--- config.mk ---
export PLATFORM = sky130hd
export DESIGN_NAME = circular_deque_unit
export DESIGN_NICKNAME = d
export VERILOG_FILES = /design/src/rtl/core/cdq_pkg.sv /design/src/rtl/core/circular_deque_unit.sv /design/src/rtl/core/cdq_slot_ram.sv /design/src/rtl/core/cdq_ctrl.sv
export SDC_FILE = /design/constraint.sdc
export NUM_CORES = 1
export LEC_CHECK = 0
export BUFFER_PORTS_ARGS = -buffer_cell sky130_fd_sc_hd__buf_2
export CORE_MARGIN = 1
export CORE_UTILIZATION = 60
export CTS_BUF_LIST = sky130_fd_sc_hd__clkbuf_16
export DETAILED_ROUTE_END_ITERATION = 8
export GPL_TIMING_DRIVEN = 1
export PLACE_DENSITY = 0.79
export SYNTH_ARGS = -nofsm -noshare
export SYNTH_HDL_FRONTEND = slang
export SYNTH_SLANG_ARGS = --single-unit
--- constraint.sdc ---
create_clock -name clk -period 9 [get_ports clk]
set_input_delay 1.8 -clock clk [delete_from_list [all_inputs] [get_ports clk]]
set_output_delay 1.8 -clock clk [all_outputs]
set_load 0.01 [all_outputs]
--- src/rtl/core/cdq_pkg.sv ---
package cdq_pkg;

    localparam int DEPTH_DEFAULT = 8;

    localparam int KIND_W   = 3;
    localparam int WORD_W   = 32;
    localparam int STATUS_W = 2;
    localparam int OCC_W    = 4;

    localparam logic [KIND_W-1:0] KIND_PUSH_FRONT = 3'd0;
    localparam logic [KIND_W-1:0] KIND_PUSH_REAR  = 3'd1;
    localparam logic [KIND_W-1:0] KIND_POP_FRONT  = 3'd2;
    localparam logic [KIND_W-1:0] KIND_POP_REAR   = 3'd3;
    localparam logic [KIND_W-1:0] KIND_PEEK_FRONT = 3'd4;
    localparam logic [KIND_W-1:0] KIND_PEEK_REAR  = 3'd5;

    typedef logic [STATUS_W-1:0] status_t;

    localparam status_t ST_DONE  = 2'd0;
    localparam status_t ST_FULL  = 2'd1;
    localparam status_t ST_EMPTY = 2'd2;

    typedef struct packed {
        logic    valid;
        logic    has_read;
        status_t status;
    } cdq_resp_t;

endpackage

--- src/rtl/core/circular_deque_unit.sv ---
// Channel   Handshake                 Payload
// -------   ------------------------  ---------------------------------
// command   start, busy (accept when  kind, push_value
//           start high, busy low)
// result    done (one-cycle strobe)   read_value, status, occupancy
//
// One beat can be accepted in every cycle; busy stays low.
// The result appears in the cycle after the command, when the single-port
// slot memory returns its registered read data.
// Reset empties the queue; the slot memory needs no clearing.
// The receiver cannot stall, so results are never held back.
module circular_deque_unit
    import cdq_pkg::*;
#(
    parameter int DEPTH = DEPTH_DEFAULT,
    localparam int IDX_W = $clog2(DEPTH),
    localparam int CNT_W = $clog2(DEPTH + 1)
)
(
    input  logic                     clk,
    input  logic                     rst_n,
    input  logic                     start,
    output logic                     busy,
    input  logic [KIND_W-1:0]        kind,
    input  logic signed [WORD_W-1:0] push_value,
    output logic                     done,
    output logic signed [WORD_W-1:0] read_value,
    output logic [STATUS_W-1:0]      status,
    output logic [OCC_W-1:0]         occupancy
);

    logic                     accept;
    logic                     wr_en;
    logic                     rd_en;
    logic [IDX_W-1:0]         addr;
    logic signed [WORD_W-1:0] rdata;
    cdq_resp_t                resp;
    logic [CNT_W-1:0]         count;

    assign busy   = 1'b0;
    assign accept = start && !busy;

    cdq_ctrl #(.DEPTH(DEPTH)) u_ctrl (
        .clk    (clk),
        .rst_n  (rst_n),
        .accept (accept),
        .kind   (kind),
        .wr_en  (wr_en),
        .rd_en  (rd_en),
        .addr   (addr),
        .resp   (resp),
        .count  (count)
    );

    cdq_slot_ram #(.DEPTH(DEPTH)) u_ram (
        .clk   (clk),
        .wr_en (wr_en),
        .rd_en (rd_en),
        .addr  (addr),
        .wdata (push_value),
        .rdata (rdata)
    );

    assign done       = resp.valid;
    assign read_value = (resp.valid && resp.has_read) ? rdata : '0;
    assign status     = resp.status;

    generate
        if (CNT_W >= OCC_W)
        begin : g_occ_trunc
            assign occupancy = count[OCC_W-1:0];
        end
        else
        begin : g_occ_ext
            assign occupancy = {{(OCC_W - CNT_W){1'b0}}, count};
        end
    endgenerate

endmodule

--- src/rtl/core/cdq_slot_ram.sv ---
module cdq_slot_ram
    import cdq_pkg::*;
#(
    parameter int DEPTH = DEPTH_DEFAULT,
    localparam int IDX_W = $clog2(DEPTH)
)
(
    input  logic                     clk,
    input  logic                     wr_en,
    input  logic                     rd_en,
    input  logic [IDX_W-1:0]         addr,
    input  logic signed [WORD_W-1:0] wdata,
    output logic signed [WORD_W-1:0] rdata
);

    logic signed [WORD_W-1:0] mem [DEPTH];
    logic signed [WORD_W-1:0] rdata_reg;

    always_ff @(posedge clk)
    begin
        if (wr_en)
        begin
            mem[addr] <= wdata;
        end
        if (rd_en)
        begin
            rdata_reg <= mem[addr];
        end
    end

    assign rdata = rdata_reg;

endmodule

--- src/rtl/core/cdq_ctrl.sv ---
module cdq_ctrl
    import cdq_pkg::*;
#(
    parameter int DEPTH = DEPTH_DEFAULT,
    localparam int IDX_W = $clog2(DEPTH),
    localparam int CNT_W = $clog2(DEPTH + 1)
)
(
    input  logic                     clk,
    input  logic                     rst_n,
    input  logic                     accept,
    input  logic [KIND_W-1:0]        kind,
    output logic                     wr_en,
    output logic                     rd_en,
    output logic [IDX_W-1:0]         addr,
    output cdq_resp_t                resp,
    output logic [CNT_W-1:0]         count
);

    localparam logic [IDX_W-1:0] IDX_LAST = IDX_W'(DEPTH - 1);
    localparam logic [CNT_W-1:0] CNT_FULL = CNT_W'(DEPTH);

    logic [IDX_W-1:0] front_reg, front_next;
    logic [IDX_W-1:0] rear_reg, rear_next;
    logic [CNT_W-1:0] count_reg, count_next;
    cdq_resp_t        resp_reg, resp_next;

    logic             empty;
    logic             full;
    logic [IDX_W-1:0] front_inc, front_dec, rear_inc, rear_dec;

    assign empty     = (count_reg == '0);
    assign full      = (count_reg == CNT_FULL);
    assign front_inc = (front_reg == IDX_LAST) ? '0 : front_reg + 1'b1;
    assign front_dec = (front_reg == '0) ? IDX_LAST : front_reg - 1'b1;
    assign rear_inc  = (rear_reg == IDX_LAST) ? '0 : rear_reg + 1'b1;
    assign rear_dec  = (rear_reg == '0) ? IDX_LAST : rear_reg - 1'b1;

    always_comb
    begin
        front_next = front_reg;
        rear_next  = rear_reg;
        count_next = count_reg;
        wr_en      = 1'b0;
        rd_en      = 1'b0;
        addr       = front_reg;
        resp_next  = '{valid: accept, has_read: 1'b0, status: ST_DONE};
        if (accept)
        begin
            unique case (kind)
                KIND_PUSH_FRONT, KIND_PUSH_REAR:
                begin
                    if (full)
                    begin
                        resp_next.status = ST_FULL;
                    end
                    else if (empty)
                    begin
                        wr_en      = 1'b1;
                        addr       = '0;
                        front_next = '0;
                        rear_next  = '0;
                        count_next = count_reg + 1'b1;
                    end
                    else if (kind == KIND_PUSH_FRONT)
                    begin
                        wr_en      = 1'b1;
                        addr       = front_dec;
                        front_next = front_dec;
                        count_next = count_reg + 1'b1;
                    end
                    else
                    begin
                        wr_en      = 1'b1;
                        addr       = rear_inc;
                        rear_next  = rear_inc;
                        count_next = count_reg + 1'b1;
                    end
                end
                KIND_POP_FRONT, KIND_POP_REAR, KIND_PEEK_FRONT, KIND_PEEK_REAR:
                begin
                    if (empty)
                    begin
                        resp_next.status = ST_EMPTY;
                    end
                    else
                    begin
                        rd_en              = 1'b1;
                        resp_next.has_read = 1'b1;
                        addr = (kind == KIND_POP_FRONT || kind == KIND_PEEK_FRONT)
                               ? front_reg : rear_reg;
                        if (kind == KIND_POP_FRONT || kind == KIND_POP_REAR)
                        begin
                            count_next = count_reg - 1'b1;
                            if (count_reg == CNT_W'(1))
                            begin
                                front_next = '0;
                                rear_next  = '0;
                            end
                            else if (kind == KIND_POP_FRONT)
                            begin
                                front_next = front_inc;
                            end
                            else
                            begin
                                rear_next = rear_dec;
                            end
                        end
                    end
                end
                default:
                begin
                end
            endcase
        end
    end

    always_ff @(posedge clk or negedge rst_n)
    begin
        if (!rst_n)
        begin
            front_reg <= '0;
            rear_reg  <= '0;
            count_reg <= '0;
            resp_reg  <= '0;
        end
        else
        begin
            front_reg <= front_next;
            rear_reg  <= rear_next;
            count_reg <= count_next;
            resp_reg  <= resp_next;
        end
    end

    assign resp  = resp_reg;
    assign count = count_reg;

    // The occupancy never exceeds the store.
    a_count_bound: assert property (@(posedge clk) disable iff (!rst_n)
        count_reg <= CNT_FULL)
        else $error("occupancy above depth");

    // An empty queue has both indices parked at slot zero.
    a_empty_parked: assert property (@(posedge clk) disable iff (!rst_n)
        (count_reg == '0) |-> (front_reg == '0 && rear_reg == '0))
        else $error("indices not parked on empty queue");

    // A refused beat leaves the occupancy unchanged.
    a_refused_hold: assert property (@(posedge clk) disable iff (!rst_n)
        (accept && (full || empty) && (resp_next.status != ST_DONE))
        |=> (count_reg == $past(count_reg)))
        else $error("refused beat changed occupancy");

    // A memory read is always followed by a read result in the next cycle.
    a_read_follows: assert property (@(posedge clk) disable iff (!rst_n)
        rd_en |=> (resp_reg.valid && resp_reg.has_read))
        else $error("read result missing");

endmodule

== Yosys cells after proc, flatten, opt, wreduce, memory -nomap -nowiden ==
Memories as Yosys holds them, arrays and structs flattened. A register that Yosys moved wholly into a read port is not among the register bits.
Cells that the tools add are included.
Cells by class
  muxes and demuxes: 44
  reductions and logical operators: 13
  $add $sub $neg: 6
  equality and inequality tests: 16
Operators with widths (count)
  3-bit two-way mux: 25
  32-bit two-way mux: 1
  3-bit case mux with 2 select lines: 3
  7-bit AND reduction: 2
  3-bit == test, second input constant: 4
  4-bit two-way mux: 3
  3-bit zero test: 3
  1-bit two-way mux: 9
  4-bit case mux with 2 select lines: 1
  3-bit by 1-bit adder with 3-bit output, second input constant: 2
  3-bit by 2-bit == test with 1-bit output, second input constant: 2
  3-bit by 1-bit != test with 1-bit output, second input constant: 2
  3-bit by 1-bit subtractor with 3-bit output, second input constant: 2
  5-bit AND reduction: 1
  4-bit by 1-bit adder with 4-bit output, second input constant: 1
  4-bit by 1-bit == test with 1-bit output, second input constant: 1
  4-bit == test, second input constant: 1
  4-bit zero test: 1
  2-bit != test, second input constant: 2
  2-bit case mux with 2 select lines: 1
  4-bit OR reduction: 1
  4-bit by 1-bit subtractor with 4-bit output, second input constant: 1
  3-bit by 1-bit == test with 1-bit output, second input constant: 1
  3-bit by 2-bit != test with 1-bit output, second input constant: 1
  other kinds (7): 8
Word-level totals
  logic and storage cells: 86
  RAM bits: 256
  bits of input ports: 38
  output and inout bits: 40
  memories: 1
  register bits after elaboration: 14
Memories
  u_ram.mem: words 8, bits a word 32, rd ports 1, clocked after Yosys merged registers in 1, wr ports 1, RTL line cdq_slot_ram.sv:16  | logic signed [WORD_W-1:0] mem [DEPTH];

== Logic depth before layout (Yosys ltp) ==
Gate-level depths: netlist (run 1).
  word-level depth: 7
  mapped depth: 10
  gate-level depth less buffers: 8

== By module ==
From an unflattened synthesis (run 1), not the netlist that was laid out.
Unflattened totals
  cells, all modules: 620
  area total of the unflattened synthesis: 12281.8 sq um
By module, submodules not included
  cdq_slot_ram: instances 1, sequential area each 8648.3 sq um, cells an instance 453, area each 10820.4 sq um
  cdq_ctrl: instances 1, sequential area each 350.3 sq um, cells an instance 127, area each 1179.9 sq um
  circular_deque_unit: instances 1, sequential area each 0.0 sq um, cells an instance 40, area each 281.5 sq um

== Worst setup path after synthesis (run 1) ==
No wires, ideal clock.
  path kind: input port to flip-flop
  start point: input port kind[1]
  end point: memory u_ram.mem[5][0] (enable)
  data arrival time: 5.349 ns
  setup slack: 3.190 ns
  path buffers: 2
  library setup time: 0.461 ns
  stages: 7
  required time: 8.539 ns
  path through: xnor2_1 -> nor4_2 -> a22o_1 -> or2_1 -> buf_2 -> clkbuf_1 -> nor3_1
On the way
  word-level cells in the longest chain between the ends: 6
  elaborated cells between the ends (all ways): 20
  classes of those cells: eq/ne: 5; mux: 11; reduce/logical: 4
RTL lines
  start, declared: RTL line circular_deque_unit.sv:24  | input logic [KIND_W-1:0] kind,
  3-bit by 2-bit == test with 1-bit output (tied with other cells): RTL line cdq_ctrl.sv:50, cdq_ctrl.sv:90
  1-bit logical OR (tied with other cells): RTL line cdq_ctrl.sv:90  | addr = (kind == KIND_POP_FRONT || kind == KIND_PEEK_FRONT)
  3-bit two-way mux (tied with other cells): RTL line cdq_ctrl.sv:91  | ? front_reg : rear_reg;
  3-bit two-way mux (tied with other cells): RTL line cdq_ctrl.sv:82  | if (empty)
  3-bit case mux with 2 select lines / 1-bit two-way mux (equally long branches): RTL line cdq_ctrl.sv:50, cdq_slot_ram.sv:21
  3-bit two-way mux / 1-bit two-way mux (equally long branches): RTL line cdq_ctrl.sv:48, cdq_slot_ram.sv:23
  end, declared: RTL line cdq_slot_ram.sv:16
Several ways; a longest one is shown, not always the timed one.

== Worst setup path in the final report (run 1) ==
  start point: input port kind[1]
  end point: memory u_ram.mem[2][27] (enable)
The elaborated chain is that of the path after synthesis.

==> results of run 1 <==
-- cell families after synthesis --
kind of cell	synth area share [%]
other	0.0304
buffers and inverters	2.69
and+or+nand+nor	12.4
DFF	72.8
AOI/OAI and AO/OA	10.3
adders and majority gates	1.21
xor gates and xnor gates	0.496
-- worst register-to-register path: cells and delay by family, from the launching register on --
family | cells | cell delay (ps)
adder cells (fa/ha/maj) | 1 | 240
buffers and inverters | 3 | 1020
flip-flops | 1 | 450
AO/OA/AOI/OAI | 1 | 190
AND/OR/NAND/NOR | 4 | 2210
-- how the worst max path moves through the flow --
stage / startpoint / to / slack, ps / cells past startpoint
2_1_floorplan: kind[1] / u_ram.mem[5][0]$_DFFE_PP_ / 3190 / 7
3_3_place_gp: kind[1] / u_ram.mem[2][15]$_DFFE_PP_ / 3480 / 8
3_5_place_dp: kind[1] / u_ram.mem[2][16]$_DFFE_PP_ / 3360 / 8
4_1_cts: kind[1] / u_ram.mem[2][27]$_DFFE_PP_ / 3930 / 8
5_1_grt: kind[1] / u_ram.mem[2][21]$_DFFE_PP_ / 3630 / 8
6_report: kind[1] / u_ram.mem[2][27]$_DFFE_PP_ / 3870 / 8
-- placed cells by master, fill, tap and decap left out, types with 2 or more instances in the layout --
cell type,synthesis,routed
or3_1,2,2
nand2_1,15,14
or3b_1,2,2
o31a_1,3,3
and3_1,160,160
nand2b_1,2,2
and2_1,3,3
a211o_1,2,2
nor4_1,32,32
dfrtp_1,14,14
o21ai_0,10,10
a2111oi_0,32,32
clkinv_2,0,7
buf_2,17,76
clkinv_1,0,6
nor3_2,0,2
xor2_1,4,4
a21oi_1,12,12
nor3_1,8,6
nor2_1,16,9
xnor2_1,3,3
nand3_1,4,4
ha_1,11,11
buf_4,4,14
bufinv_16,0,2
edfxtp_1,288,288
a211oi_1,97,97
clkbuf_16,0,30
nor2_4,0,7
inv_1,8,16
-- report_power, final --
group	switching [mW]	total (mW)	internal (mW)	leakage, nW
Clock	0.487	1.15	0.658	0.484
Combinational	0.733	1.10	0.367	1.77
Sequential	0.0736	1.79	1.72	2.77
Total	1.29	4.03	2.74	5.03
-- final cells by class --
| cell class | instances | area share [%] |
|---|---|---|
| clock buffers | 30 | 5.39 |
| flip-flops and latches | 302 | 64.6 |
| repair buffers | 90 | 3.49 |
| multi-input cells | 443 | 22.6 |
| clock inverters | 24 | 1.18 |
| inverters | 9 | 0.243 |
| well taps | 270 | 2.43 |
-- per-layer routing --
layer  wire length, um  GRT usage [%]  up-vias  share of wire, %
li1                  -              -     3453                 -
met2             13000           41.0      331                50
met3              1790           3.39       54               6.8
met4               610           9.16        0               2.3
met5                 0              0        -                 0
met1             10800           34.3     3755                41
-- through the flow --
step	hold WS [ps]	total power, mW	util [%]	area, sq um	instances
after global placement	618	2.87	64.3	13000	1114
after detailed placement	622	2.91	64.3	13000	1114
after CTS	642	4.04	68.8	13900	1168
after floorplan	556	2.56	-	12400	824
final	644	4.03	68.8	13900	1168
after global routing	689	4.21	68.8	13900	1168
==> impl_metrics.tcl, run 1 <==
set metrics [dict create \
    timing.rr.start "u_ctrl.count[0]$_DFFE_PN0P_" \
    synth_edf_count 288 \
    die_h_um 145 \
    cp_top_family "simple AND/OR/NAND/NOR gates" \
    place_hpwl_mm 13.9 \
    vdd_ir_drop_max_v 0.000202 \
    cpPeakStageDelay_ps 1020 \
    grt_max_degree 103 \
    grt_pass1_wl_mm 40.9 \
    drc 0 \
    grt_pass1_vias 7399 \
    ff_latch_area_sq_um 9000 \
    overflow 0 \
    drtPass1Iterations 7 \
    multiInputGateArea_sq_um 3150 \
    finalHoldViolations 0 \
    cp.arrival_ps 5280 \
    largest_reg_flops 256 \
    worst_slack_ps 3870 \
    worst_setup_path_start_kind "input port" \
    p_leak_nw 5.03 \
    rsz0062_at_grt "no" \
    max_freq_mhz 195 \
    area_growth_pct 12.7 \
    crit_buf_inv 3 \
    drv_slew 0 \
    slowest_stage "nor2_4" \
    final_layout_size_suffix_gt1_share_pct 16.8 \
    tightest_slew_ps 1240 \
    crit_fanout 77 \
    finalNetCount 925 \
    end_kind "flop" \
    synthFlopType "edfxtp_1" \
    antenna_found_initial 0 \
    p_per_area_nw_per_um2 290 \
    viasPerCell 6.50 \
    hold_start "u_ctrl.rear_reg[1]$_DFFE_PN0P_" \
    r2r-end "u_ram.mem[2][27]$_DFFE_PP_" \
    avgSynthCellArea_sq_um 15.0 \
    cts_inserted_buffers 30 \
    post_cts_resize_count 0 \
    routed_wl_mm 26.2 \
    grtUsageTotal_pct 24.9 \
    yosysTopAreaCell "edfxtp_1" \
    post-route-min-period_ps 5130 \
    coreArea_sq_um 20200 \
    hp-class "flop to flop" \
    first_iter_violations 768 \
    skew_ps 13.8 \
    yosys-top-cells-area "edfxtp_1 (70%), and3_1 (8.1%), a211oi_1 (5.9%)" \
    synth_fp_nets 873 \
    cts.clk_slew.worst_paths_ps 60 \
    worstPathRequired_ps 9150 \
    async_reset_ff_share_pct 4.64 \
    postCtsSetupRepairBufs 0 \
    hold_buffers 0 \
    yosys_warnings 0 \
    ys_top_cells_by_count "edfxtp_1 (288), and3_1 (160), a211oi_1 (97), clkbuf_1 (49)" \
    syn-cell-area_sq_um 12400 \
    routedWlPerCell_um 22.4 \
    reg2reg_depth 9 \
    routabilityCongestion 0.866 \
    clkLatencyLatePin_ps 550 \
    die_area_sq_um 21200 \
    vias 7593 \
    slew_headroom_pct 17.3 \
    place_ws_ps 3360 \
    crit_type "input port to flop" \
    cap_violations 0 \
    ys_seq_elements 302 \
    synth_top_cell_area_share_pct 70.0 \
    initial_utilization_pct 61.1 \
    hold_path_depth 2 \
    fp.dieW_um 145 \
    hold_path_end "u_ctrl.rear_reg[1]$_DFFE_PN0P_" \
    antennaDiodeCount 0 \
    ant_nets 0 \
    ff2ff_setup_slack_ps 4490 \
    port_buffers 76 \
    cts_tree "yes" \
    io_pins 78 \
    clock_path_buffers 3 \
    cts.sinks 302 \
    yosysMostFrequentCell "edfxtp_1" \
    nFillCells 1316 \
    synthCells 824 \
    outcome "finished, final reports clean" \
    tns_ps 0 \
    clockRootBuffer "clkbuf_16" \
    htreeDepth 1 \
    finalCritPeriodShare_pct 57.0 \
    setup_violations 0 \
    cp_common_cell "buf_4" \
    ys_seq_area_share_pct 72.8 \
    cp_cell_sequence "buf_2, xnor2_1, nor4_2, a32oi_4, buf_4, nand2_4, buf_4, nor2_4" \
    synth_cell_type_count 51 \
    rows 52 \
]
Power figures use the tool's default switching activity.
==> run 2, diff against run 1 <==
==> constraint.sdc (replaced) <==
create_clock -name clk -period 5.1 [get_ports clk]
set_input_delay 1.02 -clock clk [delete_from_list [all_inputs] [get_ports clk]]
set_output_delay 1.02 -clock clk [all_outputs]
set_load 0.01 [all_outputs]
==> run 2 against run 1 <==
Power is 78% higher. Hold slack got worse by 270 ps. Sequential power increased by 76%. Die area unchanged. Combinational power up 85%. Register-to-register slack lost 3400 ps. Count of clock-buffer cells in the layout stayed put. Critical path depth rose by 2. Sequential share of layout area down 0.54 points. Clock power rose by 73%. Critical endpoint is now u_ram.rdata[10]$_DFFE_PP_. Largest power group unchanged. Highest routed layer is now met5.
==> impl_metrics.tcl, run 2 (synthesized netlist as in run 1, its figures left out) <==
set metrics [dict create \
    viasPerCell 6.56 \
    p_leak_nw 5.09 \
    routedWlPerCell_um 23.3 \
    antenna_found_initial 2 \
    routed_wl_mm 27.5 \
    hp-class "input port to asynchronous set/reset pin" \
    clkLatencyLatePin_ps 560 \
    drc 0 \
    rsz0062_at_grt "no" \
    crit_type "flop to flop" \
    p_per_area_nw_per_um2 511 \
    skew_ps 18.6 \
    rows 52 \
    slew_headroom_pct 19.1 \
    grt_pass1_wl_mm 42.4 \
    worst_setup_path_start_kind "flop" \
    cp.arrival_ps 4400 \
    place_hpwl_mm 15.2 \
    final_layout_size_suffix_gt1_share_pct 17.4 \
    mostFrequentLayoutCell "edfxtp_1" \
    die_area_sq_um 21200 \
    coreArea_sq_um 20200 \
    io_pins 78 \
    finalNetCount 934 \
    crit_fanout 53 \
    post_cts_resize_count 0 \
    htreeDepth 1 \
    cts_tree "yes" \
    port_buffers 76 \
    finalHoldViolations 0 \
    initial_utilization_pct 61.1 \
    postCtsSetupRepairBufs 0 \
    drv_slew 0 \
    tightest_slew_ps 1210 \
    cap_violations 0 \
    max_freq_mhz 248 \
    p_total_mw 7.17 \
    end_kind "flop" \
    clockRootBuffer "clkbuf_16" \
    grt_pass1_vias 7580 \
    outcome "finished, final reports clean" \
    setup_violations 0 \
    first_iter_violations 608 \
    layout_common_cells "edfxtp_1 (288), and3_1 (160), a211oi_1 (97)" \
    routabilityCongestion 0.869 \
    fin_hold_ws_ps 370 \
    die_h_um 145 \
    nFillCells 1312 \
    fp.dieW_um 145 \
    cts.clk_slew.worst_paths_ps 60 \
    area_growth_pct 13.6 \
    vdd_ir_drop_max_v 0.000393 \
    vias 7745 \
    tns_ps 0 \
    grt_max_degree 97 \
    cts.sinks 302 \
    overflow 0 \
    largest_reg_flops 256 \
    hold_buffers 0 \
    worstPathRequired_ps 5470 \
    clock_path_buffers 3 \
    drtPass1Iterations 5 \
    cts_inserted_buffers 30 \
    ant_nets 0 \
    grtUsageTotal_pct 26.1 \
    finalCritPeriodShare_pct 78.9 \
    post-route-min-period_ps 4030 \
]
## run 2: cell types whose count changed in the layout (fill, tap and decap cells not counted)
| cell | previous run | this run |
|---|---|---|
| buf_12 | 0 | 5 |
| clkinv_1 | 6 | 5 |
| diode_2 | 0 | 1 |
| clkinvlp_4 | 0 | 2 |
| bufinv_16 | 2 | 1 |
| buf_4 | 14 | 18 |
| clkinv_2 | 7 | 4 |
| inv_1 | 16 | 21 |
## run 2: metal layers
| layer | global-route usage (%) | up-vias | wire (um) |
|---|---|---|---|
| met5 | 0 | - | 15 |
| met4 | 9.11 | 2 | 632 |
| met3 | 4.01 | 47 | 2070 |
| met2 | 41.9 | 380 | 13400 |
| met1 | 37.1 | 3862 | 11400 |
| li1 | - | 3454 | - |
## run 2: cell type report
class / instances / area (sq um) / area share [%]
well taps: 270 / 338 / 2.41
diodes: 1 / 2.50 / 0.0178
clock inverters: 26 / 149 / 1.06
inverters: 9 / 33.8 / 0.241
clock buffers: 30 / 751 / 5.35
repair buffers: 99 / 616 / 4.39
flip-flops and latches: 302 / 9000 / 64.1
multi-input cells: 443 / 3150 / 22.4
## run 2: power by group
part | internal (mW) | leakage (nW) | switching [mW]
Combinational | 0.690 | 1.83 | 1.34
Clock | 1.11 | 0.484 | 0.878
Sequential | 3.03 | 2.77 | 0.128
Total | 4.83 | 5.09 | 2.34
## run 2: path summary, 6_finish.rpt
path                                                  start                               to  slack, ps  cells after the start
worst max-delay path            u_ctrl.count[0]$_DFFE_PN0P_        u_ram.rdata[10]$_DFFE_PP_       1070                     10
worst min-delay path                                  rst_n      u_ctrl.count[1]$_DFFE_PN0P_        370                      1
worst max register to register  u_ctrl.count[0]$_DFFE_PN0P_        u_ram.rdata[10]$_DFFE_PP_       1070                     10
worst min register to register  u_ctrl.count[2]$_DFFE_PN0P_      u_ctrl.count[2]$_DFFE_PN0P_        640                      1
max in group asynchronous                             rst_n  u_ctrl.front_reg[0]$_DFFE_PN0P_       4490                      1
min in group clk                u_ctrl.count[2]$_DFFE_PN0P_      u_ctrl.count[2]$_DFFE_PN0P_        640                      1
## run 2: worst max-delay path: stages (launching register included)
cell      delay (ps)
dfrtp_1          450
inv_1            130
ha_1             220
nor3b_2          510
nor4_2           170
a32oi_4          690
buf_4            560
buf_4            480
and3_1           230
a211oi_1          60
nor4_1           330
## run 2: stage by stage
step / util [%] / worst slack, ps / area, sq um / instances
global route: 69.4 / 694 / 14000 / 1180
floorplan: - / 69.5 / 12400 / 824
global placement: 64.9 / 843 / 13100 / 1123
CTS: 69.4 / 1140 / 14000 / 1179
finish: 69.4 / 1070 / 14000 / 1180
detailed placement: 64.9 / 699 / 13100 / 1123
